**config.mk**
```make
export PLATFORM = sky130hd
export DESIGN_NAME = s0_pulse_meter_channels_flat
export DESIGN_NICKNAME = d
export VERILOG_FILES = /design/src/hw/rtl/s0pm_pkg.sv /design/src/hw/rtl/s0pm_if.sv /design/src/hw/rtl/s0pm_ctrl.sv /design/src/hw/rtl/s0pm_dp.sv /design/src/hw/rtl/s0_pulse_meter_channels.sv /design/src/flat_wrapper.sv
export SDC_FILE = /design/constraint.sdc
export NUM_CORES = 2
export LEC_CHECK = 0
export BUFFER_PORTS_ARGS = -buffer_cell sky130_fd_sc_hd__buf_2
export CAP_MARGIN = 20
export CORE_MARGIN = 1.5
export CORE_UTILIZATION = 40
export CTS_BUF_LIST = sky130_fd_sc_hd__clkbuf_4 sky130_fd_sc_hd__clkbuf_8
export CTS_CLUSTER_DIAMETER = 120
export CTS_CLUSTER_SIZE = 40
export DETAILED_ROUTE_END_ITERATION = 8
export GPL_ROUTABILITY_DRIVEN = 0
export HOLD_SLACK_MARGIN = 0.03
export PLACE_DENSITY = 0.54
export REMOVE_ABC_BUFFERS = 1
export SYNTH_ARGS = -nofsm -noshare
export SYNTH_HDL_FRONTEND = slang
export SYNTH_SLANG_ARGS = --single-unit
```
**constraint.sdc**
```tcl
create_clock -name clk_i -period 14.9 [get_ports clk_i]
set_clock_uncertainty 0.1 [all_clocks]
set_input_delay 0.745 -clock clk_i [delete_from_list [all_inputs] [get_ports clk_i]]
set_output_delay 0.745 -clock clk_i [all_outputs]
set_load 0.05 [all_outputs]
```
**src/hw/rtl/s0pm_pkg.sv**
```systemverilog
// Shared constants, codes and types of the S0 pulse meter block.
package s0pm_pkg;

  localparam int unsigned CHANNELS = 3;

  // Item field widths.
  localparam int unsigned ACTION_W = 2;
  localparam int unsigned CH_W     = 2;
  localparam int unsigned TIME_W   = 32;
  localparam int unsigned COUNT_W  = 32;
  localparam int unsigned ENERGY_W = 64;
  localparam int unsigned MS_W     = 23;
  localparam int unsigned POWER_W  = 32;

  // Configuration port.
  localparam int unsigned CFG_IDX_W  = 2;
  localparam int unsigned CFG_DATA_W = 32;
  localparam logic [CFG_IDX_W-1:0] CFG_DEBOUNCE   = 2'd0;
  localparam logic [CFG_IDX_W-1:0] CFG_ACTIVE_LOW = 2'd1;
  localparam logic [TIME_W-1:0]    DEBOUNCE_RESET = 32'd30000;

  // Action codes; the unused code behaves as a read.
  localparam logic [ACTION_W-1:0] ACT_LEVEL  = 2'd0;
  localparam logic [ACTION_W-1:0] ACT_PRESET = 2'd1;
  localparam logic [ACTION_W-1:0] ACT_READ   = 2'd2;

  // x / 1000 for any 32-bit x equals (x * MS_MAGIC) >> MS_SHIFT.
  localparam int unsigned MAGIC_W  = 29;
  localparam logic [MAGIC_W-1:0] MS_MAGIC = 29'h10624DD3;
  localparam int unsigned MS_SHIFT = 38;
  localparam int unsigned PROD_W   = TIME_W + MAGIC_W;

  // Power numerator: watt-microseconds in one watt-hour.
  localparam logic [TIME_W-1:0] POWER_NUM = 32'd3600000000;

  localparam int unsigned DIV_CNT_W = 5;
  localparam logic [DIV_CNT_W-1:0] DIV_LAST = 5'd31;

  typedef struct packed {
    logic load;      // capture the accepted input word
    logic update;    // apply the action and take the channel snapshot
    logic mul_age;   // multiply the pulse age by the reciprocal
    logic mul_iv;    // keep the age in ms, multiply the interval
    logic div_init;  // start the power division
    logic div_step;  // one quotient bit
    logic out_load;  // move the finished result into the output register
  } s0pm_cmd_t;

  typedef struct packed {
    logic div_last;  // the current step produces the final quotient bit
  } s0pm_sts_t;

  typedef struct packed {
    logic                accepted;
    logic                active;
    logic                level_high_res;
    logic [COUNT_W-1:0]  rising_count;
    logic [COUNT_W-1:0]  falling_count;
    logic [COUNT_W-1:0]  pulse_count;
    logic [ENERGY_W-1:0] energy_wh;
    logic                has_pulse;
    logic [MS_W-1:0]     pulse_age_ms;
    logic                has_power;
    logic [MS_W-1:0]     interval_ms;
    logic [POWER_W-1:0]  power_w;
  } s0pm_res_t;

endpackage

```
**src/hw/rtl/s0pm_if.sv**
```systemverilog
// Handshake interfaces of the S0 pulse meter: input words, results and configuration.
interface s0pm_in_if;
  logic                              valid;
  logic                              ready;
  logic [s0pm_pkg::ACTION_W-1:0]     action;
  logic [s0pm_pkg::CH_W-1:0]         channel;
  logic                              level_high;
  logic [s0pm_pkg::TIME_W-1:0]       now_us;
  logic [s0pm_pkg::ENERGY_W-1:0]     energy_preset;

  modport source (output valid, action, channel, level_high, now_us, energy_preset,
                  input ready);
  modport sink   (input valid, action, channel, level_high, now_us, energy_preset,
                  output ready);
endinterface

interface s0pm_out_if;
  logic                              valid;
  logic                              ready;
  logic                              accepted;
  logic                              active;
  logic                              level_high_res;
  logic [s0pm_pkg::COUNT_W-1:0]      rising_count;
  logic [s0pm_pkg::COUNT_W-1:0]      falling_count;
  logic [s0pm_pkg::COUNT_W-1:0]      pulse_count;
  logic [s0pm_pkg::ENERGY_W-1:0]     energy_wh;
  logic                              has_pulse;
  logic [s0pm_pkg::MS_W-1:0]         pulse_age_ms;
  logic                              has_power;
  logic [s0pm_pkg::MS_W-1:0]         interval_ms;
  logic [s0pm_pkg::POWER_W-1:0]      power_w;

  modport source (output valid, accepted, active, level_high_res, rising_count,
                  falling_count, pulse_count, energy_wh, has_pulse, pulse_age_ms,
                  has_power, interval_ms, power_w,
                  input ready);
  modport sink   (input valid, accepted, active, level_high_res, rising_count,
                  falling_count, pulse_count, energy_wh, has_pulse, pulse_age_ms,
                  has_power, interval_ms, power_w,
                  output ready);
endinterface

interface s0pm_cfg_if;
  logic                              valid;
  logic                              ready;
  logic [s0pm_pkg::CFG_IDX_W-1:0]    index;
  logic [s0pm_pkg::CFG_DATA_W-1:0]   data;

  modport source (output valid, index, data, input ready);
  modport sink   (input valid, index, data, output ready);
endinterface

```
**src/hw/rtl/s0pm_ctrl.sv**
```systemverilog
// Sequencer of the S0 pulse meter: input and output handshakes and datapath commands.
module s0pm_ctrl (
  input  logic                clk_i,
  input  logic                rst_ni,
  input  logic                in_valid_i,
  output logic                in_ready_o,
  output logic                out_valid_o,
  input  logic                out_ready_i,
  input  s0pm_pkg::s0pm_sts_t sts_i,
  output s0pm_pkg::s0pm_cmd_t cmd_o
);

  localparam logic [2:0] S_IDLE = 3'd0;
  localparam logic [2:0] S_UPD  = 3'd1;
  localparam logic [2:0] S_MULA = 3'd2;
  localparam logic [2:0] S_MULB = 3'd3;
  localparam logic [2:0] S_DIV  = 3'd4;
  localparam logic [2:0] S_DONE = 3'd5;

  logic [2:0] state_q, state_d;
  logic       out_valid_q, out_valid_d;
  logic       out_free;

  // The output register can take a new word when empty or being emptied now.
  assign out_free    = !out_valid_q || out_ready_i;
  assign in_ready_o  = (state_q == S_IDLE);
  assign out_valid_o = out_valid_q;

  always_comb begin
    state_d = state_q;
    cmd_o   = '0;
    unique case (state_q)
      S_IDLE: begin
        if (in_valid_i) begin
          cmd_o.load = 1'b1;
          state_d    = S_UPD;
        end
      end
      S_UPD: begin
        cmd_o.update = 1'b1;
        state_d      = S_MULA;
      end
      S_MULA: begin
        cmd_o.mul_age  = 1'b1;
        cmd_o.div_init = 1'b1;
        state_d        = S_MULB;
      end
      S_MULB: begin
        cmd_o.mul_iv   = 1'b1;
        cmd_o.div_step = 1'b1;
        state_d        = S_DIV;
      end
      S_DIV: begin
        cmd_o.div_step = 1'b1;
        if (sts_i.div_last) begin
          state_d = S_DONE;
        end
      end
      S_DONE: begin
        if (out_free) begin
          cmd_o.out_load = 1'b1;
          state_d        = S_IDLE;
        end
      end
      default: begin
        state_d = S_IDLE;
      end
    endcase
  end

  assign out_valid_d = cmd_o.out_load || (out_valid_q && !out_ready_i);

  always_ff @(posedge clk_i or negedge rst_ni) begin
    if (!rst_ni) begin
      state_q     <= S_IDLE;
      out_valid_q <= 1'b0;
    end else begin
      state_q     <= state_d;
      out_valid_q <= out_valid_d;
    end
  end

endmodule

```
**src/hw/rtl/s0pm_dp.sv**
```systemverilog
// Datapath of the S0 pulse meter: channel state, configuration, scaling and power divider.
module s0pm_dp (
  input  logic                                clk_i,
  input  logic                                rst_ni,
  input  s0pm_pkg::s0pm_cmd_t                 cmd_i,
  output s0pm_pkg::s0pm_sts_t                 sts_o,
  input  logic [s0pm_pkg::ACTION_W-1:0]       action_i,
  input  logic [s0pm_pkg::CH_W-1:0]           channel_i,
  input  logic                                level_high_i,
  input  logic [s0pm_pkg::TIME_W-1:0]         now_us_i,
  input  logic [s0pm_pkg::ENERGY_W-1:0]       energy_preset_i,
  input  logic                                cfg_we_i,
  input  logic [s0pm_pkg::CFG_IDX_W-1:0]      cfg_index_i,
  input  logic [s0pm_pkg::CFG_DATA_W-1:0]     cfg_data_i,
  output s0pm_pkg::s0pm_res_t                 res_o
);

  localparam int unsigned TW = s0pm_pkg::TIME_W;
  localparam int unsigned CW = s0pm_pkg::COUNT_W;
  localparam int unsigned EW = s0pm_pkg::ENERGY_W;
  localparam int unsigned NC = s0pm_pkg::CHANNELS;

  // Configuration registers.
  logic [TW-1:0] debounce_q;
  logic          active_low_q;

  // Per-channel state.
  logic          raw_q        [NC];
  logic [TW-1:0] last_edge_q  [NC];
  logic [CW-1:0] rising_q     [NC];
  logic [CW-1:0] falling_q    [NC];
  logic [CW-1:0] pulses_q     [NC];
  logic [EW-1:0] energy_q     [NC];
  logic [TW-1:0] last_pulse_q [NC];
  logic [TW-1:0] interval_q   [NC];

  // Captured input word.
  logic [s0pm_pkg::ACTION_W-1:0] action_q;
  logic [s0pm_pkg::CH_W-1:0]     ch_q;
  logic                          lvl_q;
  logic [TW-1:0]                 now_q;
  logic [EW-1:0]                 preset_q;

  // Snapshot after the action.
  logic          ok_s_q, acc_s_q, raw_s_q;
  logic [CW-1:0] rise_s_q, fall_s_q, pulse_s_q;
  logic [EW-1:0] energy_s_q;
  logic [TW-1:0] lp_s_q, iv_s_q, age_q;

  // Scaling and division.
  logic [s0pm_pkg::PROD_W-1:0]    prod_q;
  logic [s0pm_pkg::MS_W-1:0]      age_ms_q;
  logic [TW-1:0]                  rem_q, quo_q;
  logic [s0pm_pkg::DIV_CNT_W-1:0] cnt_q;

  s0pm_pkg::s0pm_res_t res_q;

  // Update logic for the selected channel.
  logic          ch_ok;
  logic          cur_raw;
  logic [TW-1:0] cur_edge, cur_lp, cur_iv;
  logic [CW-1:0] cur_rise, cur_fall, cur_pulse;
  logic [EW-1:0] cur_energy;
  logic          is_level, changed, settled, acc, pulse_edge;
  logic          new_raw;
  logic [TW-1:0] new_edge, new_lp, new_iv;
  logic [CW-1:0] new_rise, new_fall, new_pulse;
  logic [EW-1:0] new_energy;

  assign ch_ok      = (ch_q < s0pm_pkg::CH_W'(NC));
  assign cur_raw    = raw_q[ch_q];
  assign cur_edge   = last_edge_q[ch_q];
  assign cur_rise   = rising_q[ch_q];
  assign cur_fall   = falling_q[ch_q];
  assign cur_pulse  = pulses_q[ch_q];
  assign cur_energy = energy_q[ch_q];
  assign cur_lp     = last_pulse_q[ch_q];
  assign cur_iv     = interval_q[ch_q];

  assign is_level   = (action_q == s0pm_pkg::ACT_LEVEL);
  assign changed    = is_level && (lvl_q != cur_raw);
  // Wrapping time difference against the debounce window.
  assign settled    = ((now_q - cur_edge) >= debounce_q);
  assign acc        = changed && settled;
  assign pulse_edge = acc && (lvl_q ^ active_low_q);

  always_comb begin
    new_raw    = changed ? lvl_q : cur_raw;
    new_edge   = acc ? now_q : cur_edge;
    new_rise   = cur_rise + CW'(acc && lvl_q);
    new_fall   = cur_fall + CW'(acc && !lvl_q);
    new_pulse  = cur_pulse + CW'(pulse_edge);
    new_lp     = pulse_edge ? now_q : cur_lp;
    new_iv     = (pulse_edge && (cur_lp != '0)) ? (now_q - cur_lp) : cur_iv;
    new_energy = cur_energy + EW'(pulse_edge);
    if (action_q == s0pm_pkg::ACT_PRESET) begin
      new_energy = preset_q;
    end
  end

  // Restoring divider step for POWER_NUM / interval.
  logic [TW:0] div_shift, div_sub;
  logic        div_ge;

  assign div_shift = {rem_q, quo_q[TW-1]};
  assign div_ge    = (div_shift >= {1'b0, iv_s_q});
  assign div_sub   = div_shift - {1'b0, iv_s_q};

  assign sts_o.div_last = (cnt_q == s0pm_pkg::DIV_LAST);

  always_ff @(posedge clk_i or negedge rst_ni) begin
    if (!rst_ni) begin
      debounce_q   <= s0pm_pkg::DEBOUNCE_RESET;
      active_low_q <= 1'b1;
      for (int i = 0; i < NC; i++) begin
        raw_q[i]        <= 1'b1;
        last_edge_q[i]  <= '0;
        rising_q[i]     <= '0;
        falling_q[i]    <= '0;
        pulses_q[i]     <= '0;
        energy_q[i]     <= '0;
        last_pulse_q[i] <= '0;
        interval_q[i]   <= '0;
      end
    end else begin
      if (cfg_we_i) begin
        unique case (cfg_index_i)
          s0pm_pkg::CFG_DEBOUNCE:   debounce_q   <= cfg_data_i[TW-1:0];
          s0pm_pkg::CFG_ACTIVE_LOW: active_low_q <= cfg_data_i[0];
          default: ;
        endcase
      end
      if (cmd_i.update && ch_ok) begin
        raw_q[ch_q]        <= new_raw;
        last_edge_q[ch_q]  <= new_edge;
        rising_q[ch_q]     <= new_rise;
        falling_q[ch_q]    <= new_fall;
        pulses_q[ch_q]     <= new_pulse;
        energy_q[ch_q]     <= new_energy;
        last_pulse_q[ch_q] <= new_lp;
        interval_q[ch_q]   <= new_iv;
      end
    end
  end

  always_ff @(posedge clk_i) begin
    if (cmd_i.load) begin
      action_q <= action_i;
      ch_q     <= channel_i;
      lvl_q    <= level_high_i;
      now_q    <= now_us_i;
      preset_q <= energy_preset_i;
    end
    if (cmd_i.update) begin
      ok_s_q     <= ch_ok;
      acc_s_q    <= acc;
      raw_s_q    <= new_raw;
      rise_s_q   <= new_rise;
      fall_s_q   <= new_fall;
      pulse_s_q  <= new_pulse;
      energy_s_q <= new_energy;
      lp_s_q     <= new_lp;
      iv_s_q     <= new_iv;
      age_q      <= now_q - new_lp;
    end
    if (cmd_i.mul_age) begin
      prod_q <= s0pm_pkg::PROD_W'(age_q) * s0pm_pkg::PROD_W'(s0pm_pkg::MS_MAGIC);
    end
    if (cmd_i.mul_iv) begin
      age_ms_q <= prod_q[s0pm_pkg::PROD_W-1:s0pm_pkg::MS_SHIFT];
      prod_q   <= s0pm_pkg::PROD_W'(iv_s_q) * s0pm_pkg::PROD_W'(s0pm_pkg::MS_MAGIC);
    end
    if (cmd_i.div_init) begin
      rem_q <= '0;
      quo_q <= s0pm_pkg::POWER_NUM;
      cnt_q <= '0;
    end else if (cmd_i.div_step) begin
      rem_q <= div_ge ? div_sub[TW-1:0] : div_shift[TW-1:0];
      quo_q <= {quo_q[TW-2:0], div_ge};
      cnt_q <= cnt_q + 1'b1;
    end
    if (cmd_i.out_load) begin
      if (ok_s_q) begin
        res_q.accepted       <= acc_s_q;
        res_q.active         <= raw_s_q ^ active_low_q;
        res_q.level_high_res <= raw_s_q;
        res_q.rising_count   <= rise_s_q;
        res_q.falling_count  <= fall_s_q;
        res_q.pulse_count    <= pulse_s_q;
        res_q.energy_wh      <= energy_s_q;
        res_q.has_pulse      <= (lp_s_q != '0);
        res_q.pulse_age_ms   <= (lp_s_q != '0) ? age_ms_q : '0;
        res_q.has_power      <= (iv_s_q != '0);
        res_q.interval_ms    <= (iv_s_q != '0) ?
                                prod_q[s0pm_pkg::PROD_W-1:s0pm_pkg::MS_SHIFT] : '0;
        res_q.power_w        <= (iv_s_q != '0) ? quo_q : '0;
      end else begin
        res_q <= '0;
      end
    end
  end

  assign res_o = res_q;

endmodule

```
**src/hw/rtl/s0_pulse_meter_channels.sv**
```systemverilog
// Top level of the three-channel S0 pulse meter.
// Usage: each input word on in_i is one action for one channel: a sampled pin
// level with its microsecond timestamp, an energy preset, or a read. Every
// accepted word yields exactly one result word on out_o with the channel's
// counts, energy, pulse age, last interval and power after the action.
// The configuration channel cfg_i writes the debounce time (index 0) and the
// active-low flag (index 1); it is always ready and should only be used while
// no word is in flight. Other indexes are ignored.
// Sequence: once a word is accepted, the channel is updated, then the pulse
// age is scaled and the divider loaded, then a one-bit-per-cycle divider
// works out the power figure (the interval is scaled during its first step),
// and finally the result is moved into the output register. A new word is
// taken in the cycle after the previous result is registered, so the block
// does not accept a new word while one is being worked on.
// The output register holds a result until it is taken; a new word may be
// accepted and worked on meanwhile, and waits at the end for that register.
// Reset restores the debounce time to 30000 us, active-low mode, all pins
// idle high and all counters, times and energies to zero.
module s0_pulse_meter_channels (
  input  logic        clk_i,
  input  logic        rst_ni,
  s0pm_in_if.sink     in_i,
  s0pm_out_if.source  out_o,
  s0pm_cfg_if.sink    cfg_i
);

  s0pm_pkg::s0pm_cmd_t cmd;
  s0pm_pkg::s0pm_sts_t sts;
  s0pm_pkg::s0pm_res_t res;

  assign cfg_i.ready = 1'b1;

  s0pm_ctrl u_ctrl (
    .clk_i       (clk_i),
    .rst_ni      (rst_ni),
    .in_valid_i  (in_i.valid),
    .in_ready_o  (in_i.ready),
    .out_valid_o (out_o.valid),
    .out_ready_i (out_o.ready),
    .sts_i       (sts),
    .cmd_o       (cmd)
  );

  s0pm_dp u_dp (
    .clk_i           (clk_i),
    .rst_ni          (rst_ni),
    .cmd_i           (cmd),
    .sts_o           (sts),
    .action_i        (in_i.action),
    .channel_i       (in_i.channel),
    .level_high_i    (in_i.level_high),
    .now_us_i        (in_i.now_us),
    .energy_preset_i (in_i.energy_preset),
    .cfg_we_i        (cfg_i.valid),
    .cfg_index_i     (cfg_i.index),
    .cfg_data_i      (cfg_i.data),
    .res_o           (res)
  );

  assign out_o.accepted       = res.accepted;
  assign out_o.active         = res.active;
  assign out_o.level_high_res = res.level_high_res;
  assign out_o.rising_count   = res.rising_count;
  assign out_o.falling_count  = res.falling_count;
  assign out_o.pulse_count    = res.pulse_count;
  assign out_o.energy_wh      = res.energy_wh;
  assign out_o.has_pulse      = res.has_pulse;
  assign out_o.pulse_age_ms   = res.pulse_age_ms;
  assign out_o.has_power      = res.has_power;
  assign out_o.interval_ms    = res.interval_ms;
  assign out_o.power_w        = res.power_w;

endmodule
```
**src/flat_wrapper.sv**
```systemverilog
// flat-port wrapper written by rule: the top's interface ports become plain ports
module s0_pulse_meter_channels_flat 
  (clk_i, rst_ni, in_i_valid, in_i_action, in_i_channel, in_i_level_high, in_i_now_us, in_i_energy_preset, in_i_ready, out_o_valid, out_o_accepted, out_o_active, out_o_level_high_res, out_o_rising_count, out_o_falling_count, out_o_pulse_count, out_o_energy_wh, out_o_has_pulse, out_o_pulse_age_ms, out_o_has_power, out_o_interval_ms, out_o_power_w, out_o_ready, cfg_i_valid, cfg_i_index, cfg_i_data, cfg_i_ready);
  s0pm_in_if in_i_i ();
  s0pm_out_if out_o_i ();
  s0pm_cfg_if cfg_i_i ();
  input  logic clk_i;
  input  logic rst_ni;
  input wire logic [$bits(in_i_i.valid)-1:0] in_i_valid;
  input wire logic [$bits(in_i_i.action)-1:0] in_i_action;
  input wire logic [$bits(in_i_i.channel)-1:0] in_i_channel;
  input wire logic [$bits(in_i_i.level_high)-1:0] in_i_level_high;
  input wire logic [$bits(in_i_i.now_us)-1:0] in_i_now_us;
  input wire logic [$bits(in_i_i.energy_preset)-1:0] in_i_energy_preset;
  output wire logic [$bits(in_i_i.ready)-1:0] in_i_ready;
  output wire logic [$bits(out_o_i.valid)-1:0] out_o_valid;
  output wire logic [$bits(out_o_i.accepted)-1:0] out_o_accepted;
  output wire logic [$bits(out_o_i.active)-1:0] out_o_active;
  output wire logic [$bits(out_o_i.level_high_res)-1:0] out_o_level_high_res;
  output wire logic [$bits(out_o_i.rising_count)-1:0] out_o_rising_count;
  output wire logic [$bits(out_o_i.falling_count)-1:0] out_o_falling_count;
  output wire logic [$bits(out_o_i.pulse_count)-1:0] out_o_pulse_count;
  output wire logic [$bits(out_o_i.energy_wh)-1:0] out_o_energy_wh;
  output wire logic [$bits(out_o_i.has_pulse)-1:0] out_o_has_pulse;
  output wire logic [$bits(out_o_i.pulse_age_ms)-1:0] out_o_pulse_age_ms;
  output wire logic [$bits(out_o_i.has_power)-1:0] out_o_has_power;
  output wire logic [$bits(out_o_i.interval_ms)-1:0] out_o_interval_ms;
  output wire logic [$bits(out_o_i.power_w)-1:0] out_o_power_w;
  input wire logic [$bits(out_o_i.ready)-1:0] out_o_ready;
  input wire logic [$bits(cfg_i_i.valid)-1:0] cfg_i_valid;
  input wire logic [$bits(cfg_i_i.index)-1:0] cfg_i_index;
  input wire logic [$bits(cfg_i_i.data)-1:0] cfg_i_data;
  output wire logic [$bits(cfg_i_i.ready)-1:0] cfg_i_ready;
  assign in_i_i.valid = in_i_valid;
  assign in_i_i.action = in_i_action;
  assign in_i_i.channel = in_i_channel;
  assign in_i_i.level_high = in_i_level_high;
  assign in_i_i.now_us = in_i_now_us;
  assign in_i_i.energy_preset = in_i_energy_preset;
  assign in_i_ready = in_i_i.ready;
  assign out_o_valid = out_o_i.valid;
  assign out_o_accepted = out_o_i.accepted;
  assign out_o_active = out_o_i.active;
  assign out_o_level_high_res = out_o_i.level_high_res;
  assign out_o_rising_count = out_o_i.rising_count;
  assign out_o_falling_count = out_o_i.falling_count;
  assign out_o_pulse_count = out_o_i.pulse_count;
  assign out_o_energy_wh = out_o_i.energy_wh;
  assign out_o_has_pulse = out_o_i.has_pulse;
  assign out_o_pulse_age_ms = out_o_i.pulse_age_ms;
  assign out_o_has_power = out_o_i.has_power;
  assign out_o_interval_ms = out_o_i.interval_ms;
  assign out_o_power_w = out_o_i.power_w;
  assign out_o_i.ready = out_o_ready;
  assign cfg_i_i.valid = cfg_i_valid;
  assign cfg_i_i.index = cfg_i_index;
  assign cfg_i_i.data = cfg_i_data;
  assign cfg_i_ready = cfg_i_i.ready;
  s0_pulse_meter_channels u_core (.clk_i(clk_i), .rst_ni(rst_ni), .in_i(in_i_i), .out_o(out_o_i), .cfg_i(cfg_i_i));
endmodule
```
==> metrics.txt <==
# TYPE chip_impl_metric gauge
chip_impl_info{name="run_status",value="complete, no violations"} 1
chip_impl_metric{name="ys_ff_latch",unit=""} 1526
chip_impl_metric{name="worst_pin_slew",unit="ns"} 1.36
chip_impl_metric{name="synth-async-reset-ratio",unit=""} 0.529
chip_impl_metric{name="multi_input_area",unit="mm2"} 0.0527
chip_impl_metric{name="worstHoldPathCells",unit=""} 3
chip_impl_metric{name="wl_per_cell",unit="um"} 20.0
chip_impl_metric{name="grt_first_pass_wirelength",unit="mm"} 415
chip_impl_metric{name="inserted_clock_buffers",unit=""} 50
chip_impl_info{name="holdCritPathClass",value="primary input to flip-flop"} 1
chip_impl_info{name="clock_tree_from_tritoncts",value="built"} 1
chip_impl_info{name="synth_commonest_cells",value="sky130_fd_sc_hd__nand2_1 (1488), sky130_fd_sc_hd__inv_1 (1183), sky130_fd_sc_hd__ha_1 (946)"} 1
chip_impl_metric{name="layout.filler_cells",unit=""} 23900
chip_impl_metric{name="post_route_cells_drive_above_1_share",unit=""} 0.0777
chip_impl_metric{name="top_level_ports",unit=""} 386
chip_impl_metric{name="core_area",unit="mm2"} 0.248
chip_impl_metric{name="number_of_buffers_inserted_by_port_buffering",unit=""} 384
chip_impl_metric{name="timing_hold_violations_final",unit=""} 0
chip_impl_metric{name="remaining_drc_errors",unit=""} 0
chip_impl_metric{name="synth_mux_area_frac",unit=""} 0.0415
chip_impl_metric{name="regArea",unit="mm2"} 0.0411
chip_impl_metric{name="yosysSeqAreaShare",unit=""} 0.412
chip_impl_info{name="synth_area_leaders",value="sky130_fd_sc_hd__dfrtp_1 (20%), sky130_fd_sc_hd__edfxtp_1 (20%), sky130_fd_sc_hd__fa_1 (12%), sky130_fd_sc_hd__ha_1 (12%), sky130_fd_sc_hd__nand2_1 (5.6%)"} 1
chip_impl_metric{name="timing.slew.headroom",unit=""} 0.0922
chip_impl_metric{name="dieArea",unit="mm2"} 0.252
chip_impl_metric{name="finalSetupTns",unit="ns"} 0
chip_impl_metric{name="layout-area-overhead-vs-synth",unit="%"} 8.10
chip_impl_info{name="criticalPathCategory",value="flip-flop to flip-flop"} 1
chip_impl_metric{name="avgSynthCellArea",unit="um2"} 10.3
chip_impl_metric{name="post_cts_resized",unit=""} 0
chip_impl_metric{name="xor_xnor_share_of_the_synthesized_area",unit=""} 0.0250
chip_impl_info{name="dominant_combinational_cell_family_by_area_after_synthesis",value="adder cells"} 1
chip_impl_metric{name="dieHeight",unit="um"} 502
chip_impl_metric{name="routed_via_count",unit=""} 69000
chip_impl_metric{name="synth-edff-count",unit=""} 649
chip_impl_metric{name="number_of_antenna_violations_at_the_first_check_in_global_routing",unit=""} 17
chip_impl_info{name="root_buffer",value="sky130_fd_sc_hd__clkbuf_8"} 1
chip_impl_metric{name="rows",unit=""} 183
chip_impl_metric{name="mappedNetlistArea",unit="mm2"} 0.0998
chip_impl_info{name="synth.largest_area_cell",value="sky130_fd_sc_hd__dfrtp_1"} 1
chip_impl_metric{name="clock_insertion_delay_worst_skew",unit="ns"} 1.01
chip_impl_metric{name="drt-pass1-iter-count",unit=""} 6
chip_impl_metric{name="cp.arrival",unit="ns"} 12.31
chip_impl_info{name="synth_top_flop_cell",value="sky130_fd_sc_hd__dfrtp_1"} 1
chip_impl_metric{name="regToRegSetupSlack",unit="ns"} 3.16
chip_impl_metric{name="drt_wl_total",unit="mm"} 266
chip_impl_metric{name="synth_simple_gate_area_share",unit=""} 0.116
chip_impl_metric{name="clk_path_buf_depth",unit=""} 3
chip_impl_metric{name="clk_transition_reported_paths",unit="ns"} 0.22
chip_impl_metric{name="grt_pass1_vias",unit=""} 70800
chip_impl_metric{name="ctsHoldBuffers",unit=""} 137
chip_impl_metric{name="period_share",unit=""} 0.788
chip_impl_metric{name="sink_count_of_the_clock_tree",unit=""} 1526
chip_impl_metric{name="ctsHtreeMaxLevel",unit=""} 2
chip_impl_metric{name="max_freq",unit="GHz"} 0.0852
chip_impl_info{name="worstReg2RegEnd",value="u_core.u_dp.age_q[26]"} 1
chip_impl_metric{name="yosys_warnings",unit=""} 0
chip_impl_info{name="hold_path.startpoint",value="out_o_ready"} 1
chip_impl_info{name="crit_path_frequent_cell",value="sky130_fd_sc_hd__o21ai_0"} 1
chip_impl_metric{name="worst-r2r-cell-count",unit=""} 37
chip_impl_metric{name="globalRouteOverflowTotal",unit=""} 0
chip_impl_metric{name="layout_setup_ws",unit="ns"} 3.16
chip_impl_metric{name="crit_path_max_fanout",unit=""} 135
chip_impl_metric{name="layout.nets",unit=""} 11600
chip_impl_info{name="startpoint_type",value="flip-flop"} 1
chip_impl_metric{name="min_period",unit="ns"} 11.74
chip_impl_metric{name="post_synthesis_instance_total",unit=""} 9652
chip_impl_metric{name="worst-endpoint-required",unit="ns"} 15.47
chip_impl_info{name="min_delay_worst_endpoint",value="u_core.u_ctrl.out_valid_o"} 1
chip_impl_metric{name="final_number_of_max_transition_violations",unit=""} 0
chip_impl_metric{name="final_util",unit=""} 0.435
chip_impl_metric{name="synth_adder_area_share",unit=""} 0.240
chip_impl_metric{name="synth.top_cell.area_share",unit=""} 0.200
chip_impl_metric{name="drt_first_iter_violations",unit=""} 4412
chip_impl_metric{name="postRouteAntennaNets",unit=""} 0
chip_impl_metric{name="vias_per_cell",unit=""} 5.18
chip_impl_info{name="yosysMostFrequentCell",value="sky130_fd_sc_hd__nand2_1"} 1
chip_impl_info{name="critPathSlowestCell",value="sky130_fd_sc_hd__a311oi_1"} 1
chip_impl_metric{name="global_route.usage.total",unit=""} 0.210
chip_impl_info{name="grt_setup_unrepaired",value="no"} 1
chip_impl_metric{name="timing.max_cap.violations",unit=""} 0
chip_impl_metric{name="slowest_stage_delay_on_critical_path",unit="ns"} 0.79
chip_impl_metric{name="whs",unit="ns"} 0.263
chip_impl_metric{name="postCtsSetupRepairBufs",unit=""} 0
chip_impl_info{name="type_of_element_capturing_the_critical_path",value="flip-flop"} 1
chip_impl_metric{name="place_ws",unit="ns"} 3.35
chip_impl_info{name="r2r_start",value="u_core.u_dp.ch_q[0]"} 1
chip_impl_metric{name="synth.distinct_cells",unit=""} 106
chip_impl_metric{name="dieWidth",unit="um"} 502
chip_impl_metric{name="synth_compound_area_frac",unit=""} 0.103
chip_impl_metric{name="hpwlAfterDp",unit="mm"} 188
chip_impl_metric{name="initial_utilization",unit=""} 0.402
chip_impl_metric{name="count_of_endpoints_failing_setup_in_the_final_report",unit=""} 0
chip_impl_metric{name="grt_start_max_net_pins",unit=""} 224
sequential cells by signal, summed over array words and instances (netlist names), 96 cells and up:
signal	cells
u_core.u_dp.energy_q	192
u_core.u_dp.last_pulse_q	96
u_core.u_dp.pulses_q	96
u_core.u_dp.last_edge_q	96
u_core.u_dp.res_o	243
u_core.u_dp.rising_q	96
u_core.u_dp.interval_q	96
u_core.u_dp.falling_q	96
per-stage QoR:
step,instances,instance area [um2]
2_1_floorplan,9278,98100
4_1_cts,13300,108000
3_3_place_gp,13100,105000
6_report,13300,108000
5_1_grt,13300,108000
3_5_place_dp,13100,105000
how the worst max path moves through the flow:
stage / depth (start not counted) / slack, ns / to / from
final: 37 / 3.16 / u_core.u_dp.age_q[26] / u_core.u_dp.ch_q[0]
after global routing: 36 / 2.34 / u_core.u_dp.age_q[26] / u_core.u_dp.ch_q[0]
after CTS: 36 / 3.15 / u_core.u_dp.age_q[26] / u_core.u_dp.ch_q[0]
after detailed placement: 37 / 3.35 / u_core.u_dp.age_q[30] / u_core.u_dp.ch_q[0]
after global placement: 37 / 3.32 / u_core.u_dp.age_q[31] / u_core.u_dp.ch_q[0]
after floorplan: 3 / -22.84 / u_core.u_dp.last_edge_q[32] / u_core.u_dp.ch_q[1]
final cells by class:
type,instances,area share
tap,3330,0.0386
clock buffer,74,0.00817
inverter,1186,0.0413
multi-input combinational,6566,0.488
sequential,1526,0.381
timing repair buffer,613,0.0389
antenna,3,0.0000696
clock inverter,20,0.00352
kinds of logic after synthesis:
| kind of cell | count (synthesis) |
|---|---|
| multiplexers | 399 |
| adder cells (fa/ha/maj) | 1559 |
| XOR/XNOR | 285 |
| other | 1 |
| buffers and inverters | 1560 |
| flip-flops | 1526 |
| AO/OA/AOI/OAI | 1743 |
| AND/OR/NAND/NOR | 2579 |
routing by layer:
layer / vias up / routed length [um] / global-route usage
met5: - / 79 / 0
met4: 12 / 5910 / 0.0471
li1: 32900 / - / -
met1: 34500 / 123000 / 0.291
met3: 253 / 9330 / 0.0148
met2: 1339 / 128000 / 0.359
worst max-delay path, delay by kind of cell (launching register included):
family	cells	cell delay, ns
simple gates	10	2.92
fa+ha+maj	3	0.99
buf+inv	5	1.94
compound gates	19	4.91
flops	1	0.43
cells in the final DEF, fill, tap and decap left out, types with 15 or more instances in the layout:
master                          synthesis  final
sky130_fd_sc_hd__nand2_1             1488   1486
sky130_fd_sc_hd__inv_1               1183   1181
sky130_fd_sc_hd__ha_1                 946    946
sky130_fd_sc_hd__dfrtp_1              797    797
sky130_fd_sc_hd__o21ai_0              732    731
sky130_fd_sc_hd__edfxtp_1             649    649
sky130_fd_sc_hd__fa_1                 600    600
sky130_fd_sc_hd__a21oi_1              415    414
sky130_fd_sc_hd__buf_2                 40    383
sky130_fd_sc_hd__nor2_1               348    345
sky130_fd_sc_hd__mux2i_1              288    288
sky130_fd_sc_hd__and2_1               274    273
sky130_fd_sc_hd__xnor2_1              189    189
sky130_fd_sc_hd__dlygate4sd3_1          0    137
sky130_fd_sc_hd__a21o_1               116    116
sky130_fd_sc_hd__mux2_2               107    107
sky130_fd_sc_hd__o21ai_1               96     96
sky130_fd_sc_hd__xor2_1                96     96
sky130_fd_sc_hd__nand3_1               95     94
sky130_fd_sc_hd__buf_4                 13     77
sky130_fd_sc_hd__dfxtp_1               69     69
sky130_fd_sc_hd__nand4_1               62     62
sky130_fd_sc_hd__nor3_1                57     56
sky130_fd_sc_hd__and3_1                55     54
sky130_fd_sc_hd__clkbuf_8               0     52
sky130_fd_sc_hd__o2bb2ai_1             50     50
sky130_fd_sc_hd__o21a_1                43     43
sky130_fd_sc_hd__a31oi_1               42     42
sky130_fd_sc_hd__nand2b_1              38     37
sky130_fd_sc_hd__nor2b_1               35     33
sky130_fd_sc_hd__nor4_1                24     24
sky130_fd_sc_hd__a221oi_1              22     22
sky130_fd_sc_hd__clkbuf_4               0     22
sky130_fd_sc_hd__a211oi_1              22     21
sky130_fd_sc_hd__o21bai_1              19     19
sky130_fd_sc_hd__and4_1                18     18
sky130_fd_sc_hd__o211ai_1              18     18
sky130_fd_sc_hd__a21boi_0              17     17
sky130_fd_sc_hd__a22oi_1               15     15
Power is not shown: default switching activity piles up to over one toggle a cycle in this logic, so the estimate is an artifact.
